**src/hdl/rmst_pkg.sv**
```systemverilog
// Shared constants and types for the range-maximum segment tree.
`default_nettype none

package rmst_pkg;

   // Tree geometry
   localparam int CAPACITY   = 1024;
   localparam int VALUE_BITS = 16;
   localparam int NODE_COUNT = 2 * CAPACITY;
   localparam int NODE_W     = $clog2(NODE_COUNT);
   localparam int POS_W      = NODE_W + 1;

   // Field widths of the request and response words
   localparam int IDX_W      = 11;
   localparam int OP_W       = 2;
   localparam int MAXV_W     = 16;

   // Register file
   localparam int CSR_DATA_W = 32;
   localparam int CSR_ADDR_W = 3;
   localparam logic [CSR_ADDR_W-3:0] CSR_IDX_SIZE = '0;
   localparam logic [IDX_W-1:0] SIZE_RESET = IDX_W'(CAPACITY);

   typedef enum logic [OP_W-1:0] {
      OP_CLEAR  = 2'd0,
      OP_UPDATE = 2'd1,
      OP_QUERY  = 2'd2
   } op_type;

   typedef struct packed {
      logic [IDX_W-1:0] size;
   } cfg_type;

endpackage

`default_nettype wire

```
**src/hdl/rmst_csr.sv**
```systemverilog
// Register file: size-in-use register and its clamped value for the engine.
`default_nettype none

module rmst_csr
   import rmst_pkg::*;
(
   input  wire logic                  clock,
   input  wire logic                  reset,
   input  wire logic                  psel,
   input  wire logic                  penable,
   input  wire logic                  pwrite,
   input  wire logic [CSR_ADDR_W-1:0] paddr,
   input  wire logic [CSR_DATA_W-1:0] pwdata,
   output logic      [CSR_DATA_W-1:0] prdata,
   output logic                       pready,
   output cfg_type                    cfg
);

   logic [IDX_W-1:0] size_ff;
   logic [IDX_W-1:0] size_in;
   logic             sel_size;

   assign sel_size = (paddr[CSR_ADDR_W-1:2] == CSR_IDX_SIZE);
   assign pready   = 1'b1;

   // Take a write in the access phase
   always_comb begin
      size_in = size_ff;
      if (psel && penable && pwrite && sel_size) begin
         size_in = pwdata[IDX_W-1:0];
      end
   end

   always_ff @(posedge clock) begin
      if (reset) begin
         size_ff <= SIZE_RESET;
      end else begin
         size_ff <= size_in;
      end
   end

   // Return the stored value, zero elsewhere
   assign prdata = sel_size ? CSR_DATA_W'(size_ff) : '0;

   // Clamp the size to 1..CAPACITY
   always_comb begin
      if (size_ff == '0) begin
         cfg.size = IDX_W'(1);
      end else if (size_ff > IDX_W'(CAPACITY)) begin
         cfg.size = IDX_W'(CAPACITY);
      end else begin
         cfg.size = size_ff;
      end
   end

endmodule

`default_nettype wire

```
**config.mk**
```make
export PLATFORM = sky130hd
export DESIGN_NAME = rmst_csr
export DESIGN_NICKNAME = d
export VERILOG_FILES = /design/src/hdl/rmst_pkg.sv /design/src/hdl/rmst_csr.sv
export SDC_FILE = /design/constraint.sdc
export NUM_CORES = 1
export LEC_CHECK = 0
export BUFFER_PORTS_ARGS = -buffer_cell sky130_fd_sc_hd__buf_4
export CORE_UTILIZATION = 34
export CTS_CLUSTER_SIZE = 16
export DETAILED_ROUTE_END_ITERATION = 8
export GPL_TIMING_DRIVEN = 0
export PLACE_DENSITY = 0.79
export SLEW_MARGIN = 20
export SYNTH_ARGS = -nofsm -noshare
export SYNTH_HDL_FRONTEND = slang
export SYNTH_SLANG_ARGS = --single-unit
```
**constraint.sdc**
```tcl
create_clock -name clock -period 1.1 [get_ports clock]
set_input_delay 0.11 -clock clock [delete_from_list [all_inputs] [get_ports clock]]
set_output_delay 0.11 -clock clock [all_outputs]
set_load 0.03 [all_outputs]
```
Word level (Yosys, flattened, before mapping)
Index checks and enable logic that the tools add are counted.
{"block": "totals", "elab_cells": 10, "regBits": 11, "out_inout_bits": 44}
{"block": "classes", "n_bitwise": 1, "n_mux": 3, "magnitude_cmp": 1, "n_reduce_logical": 4}
{"cell": "11-bit two-way mux", "count": 3}
{"cell": "11-bit > comparator (second input constant)", "count": 1}
{"cell": "11-bit zero test", "count": 1}
{"cell": "1-bit logical AND", "count": 3}
{"cell": "1-bit NOT", "count": 1}

Depth between registers and ports, before layout
{"block": "depth", "depth_word": 3, "depth_mapped": 4}

Worst setup path before layout
No wires, ideal clock.
{"block": "synth_timing", "path_kind": "register -> output", "start": "register size_ff[8]", "end": "output cfg[0] (netlist bit)", "path_buffers": 0, "path_stages_with_launch": 4, "t_arrival_ns": 1.078, "path_slack_ns": -0.088, "path_cell_list": "dfxtp_1 -> nor4_1 -> a31oi_1 -> nor2_1"}
{"item": "start, declared", "line": "rmst_csr.sv:19", "text": "logic [IDX_W-1:0] size_ff;"}
{"item": "start signal, assigned", "line": "rmst_csr.sv:38", "text": "size_ff <= size_in;"}
{"item": "end, declared", "line": "rmst_csr.sv:16", "text": "output cfg_type cfg"}

==> metrics.yaml <==
status: "finished, violations left"
multi_input_area_sq_um: 505.5
firstDrtPassIters: 4
dieArea_sq_um: 2477
final_area_sq_um: 1396
cts.clk_slew.worst_paths_ps: 70
finClkSkew_ps: 0
syn-instance-count: 101
hold_viol: 0
clock-sinks: 11
yosys.area.top_type: "dfxtp_1"
finalCriticalPeriod_ps: 1315
htreeDepth: 1
cts_tree: "done"
drt_iter0_markers: 21
maxCapViolCount: 0
switching_share: 0.3287
diodes: 0
overflow: 0
grt_max_degree: 11
root_buffer: "clkbuf_4"
start_kind: "flop"
hold_slack_ps: 55.10
grt_pass1_vias: 704
synth_commonest_cells: "22 x buf_4, 20 x nand2_1, 19 x nor2b_1"
place_congestion: 0.6930
violations: "setup timing"
clkLatencyLatePin_ps: 260
hold_path_end: "size_ff[10]"
num-fill-cells: 171
setup_viol: 14
worstRegToRegCells: 4
syn-mean-instance-area_sq_um: 7.681
min_from: "reset"
die_width_microns: 49.77
yosys_register_bits: 11
grt_pass1_wl_microns: 3063
num_rows: 16
yosysMostFrequentCell: "buf_4"
grtUsageTotal: 0.1620
synth_area_leaders: "dfxtp_1 28%, buf_4 21%, nor2b_1 15%"
crit_type: "flop to primary output"
hold_depth: 2
drtAntennaViolNets: 0
avgRoutedWirePerCell_microns: 10.73
wl_microns: 2104
max_clock_freq_mhz: 760.5
ys_types: 19
seqPwrFrac: 0.402
power.density_nw_per_um2: 741.2
drv_slew: 0
seqCellArea_sq_um: 237.7
timing.final.crit_share: 1.195
io_buffers: 38
top_regs: "size_ff: 11 flops"
cellLeakagePower_uw: 0.0006534
antenna_found_initial: 0
synth_seq_area_share: 0.2839
placed_area_sq_um: 1172
power_frac_comb: 0.333
initial_utilization: 0.3762
coreArea_sq_um: 2062
dp_hpwl_microns: 1420
drc: 0
cts.path.max_buffers: 2
rr_startpoint: "size_ff[9]"
largest_reg_flops: 11
cts_made_buffers: 3
ys_warn_count: 0
r2r-end: "size_ff[9]"
synth_flop_cell: "dfxtp_1"
r2r_slack_ps: 270
mappedNetlistArea_sq_um: 775.7
crit_required_ps: 990
fin_nets: 210
power.switching_uw: 340.2
top_register: "size_ff"
p_int_uw: 694.8
arrival_ps: 1210
end_kind: "primary output"
synth_edf_count: 0
vias_per_cell: 4.148
fin_ws_ps: -215.0
vias: 813
clockPowerShare: 0.266
syn_to_final_growth_pct: 80.00
ys_async_sr_fraction: 0
hp-class: "input port to flop"
peakVddDrop_mv: 0.5169
drive_gt1_frac: 0.6391
ios: 84
die_h_microns: 49.77
synth_top_area_share: 0.2839
rsz0062_at_grt: "yes"
cp_max_fo: 2
power groups by stage:
stage | clock network [uW] | logic (uW) | registers [uW]
floorplan | 0 | 236 | 422
global placement | 0 | 304 | 423
detailed placement | 0 | 306 | 424
CTS | 279 | 324 | 414
global route | 295 | 363 | 417
finish | 275 | 344 | 416
metrics by stage:
step / cells / total power [uW] / util / setup TNS (ps) / setup WS [ps]
final: 196 / 1035 / 0.6772 / -932.0 / -215.0
after global routing: 196 / 1076 / 0.6772 / -1436 / -269.4
after CTS: 194 / 1017 / 0.6268 / -774.6 / -237.2
after detailed placement: 186 / 730.6 / 0.5686 / -400.5 / -119.5
after global placement: 186 / 727.2 / 0.5686 / -195.2 / -99.80
after floorplan: 121 / 657.4 / - / 0 / 20.76
layer usage:
layer,up-vias,GRT usage,wire length (microns)
met5,-,0,0
met3,4,0.01543,122
met1,360,0.1903,795
met4,0,0.07143,49
met2,38,0.2928,1137
li1,411,-,-
cells by family after synthesis:
kind of cell           share of synthesized area
AND/OR/NAND/NOR                           0.3355
buffers and inverters                     0.2548
AO/OA/AOI/OAI                             0.1161
flip-flops                                0.2839
other                                   0.009681
how the worst max path moves through the flow:
stage          slack, ps        start    endpoint
2_1_floorplan         20  size_ff[10]      cfg[1]
3_3_place_gp        -100  size_ff[10]  prdata[10]
3_5_place_dp        -120  size_ff[10]  prdata[10]
4_1_cts             -240   size_ff[2]      cfg[0]
5_1_grt             -270   size_ff[9]      cfg[0]
6_report            -220   size_ff[2]      cfg[0]
layout by cell type, fill, tap and decap left out, drive strengths merged:
master,instances
nand4b,1
nand2,22
conb,22
and4b,1
a31oi,1
nor3,1
nor4,1
nor2,2
and2b,1
buf,70
nand3b,1
clkbuf,6
nor2b,19
dfxtp,11
a21oi,10
layout make-up:
cell class	instances	area share
Multi-Input combinational cell	82	0.3620
Timing Repair Buffer	44	0.2742
Sequential cell	11	0.1703
Buffer	28	0.1505
Tap cell	27	0.02419
Clock buffer	4	0.01882
worst max-delay path, cell delays in order, from the launching register on:
cell and delay [ps]:
dfxtp_2 340, nor4_4 250, a31oi_1 120, nor2_2 110, buf_6 140
timing repair:
action                                  CTS  global route
gates cloned                              1             0
pin swaps                                 2             1
setup buffers                             3             2
hold buffers                              0             0
endpoints found under the setup margin    9            22
resized for setup                        19            31
(Power assumes the default switching activity.)
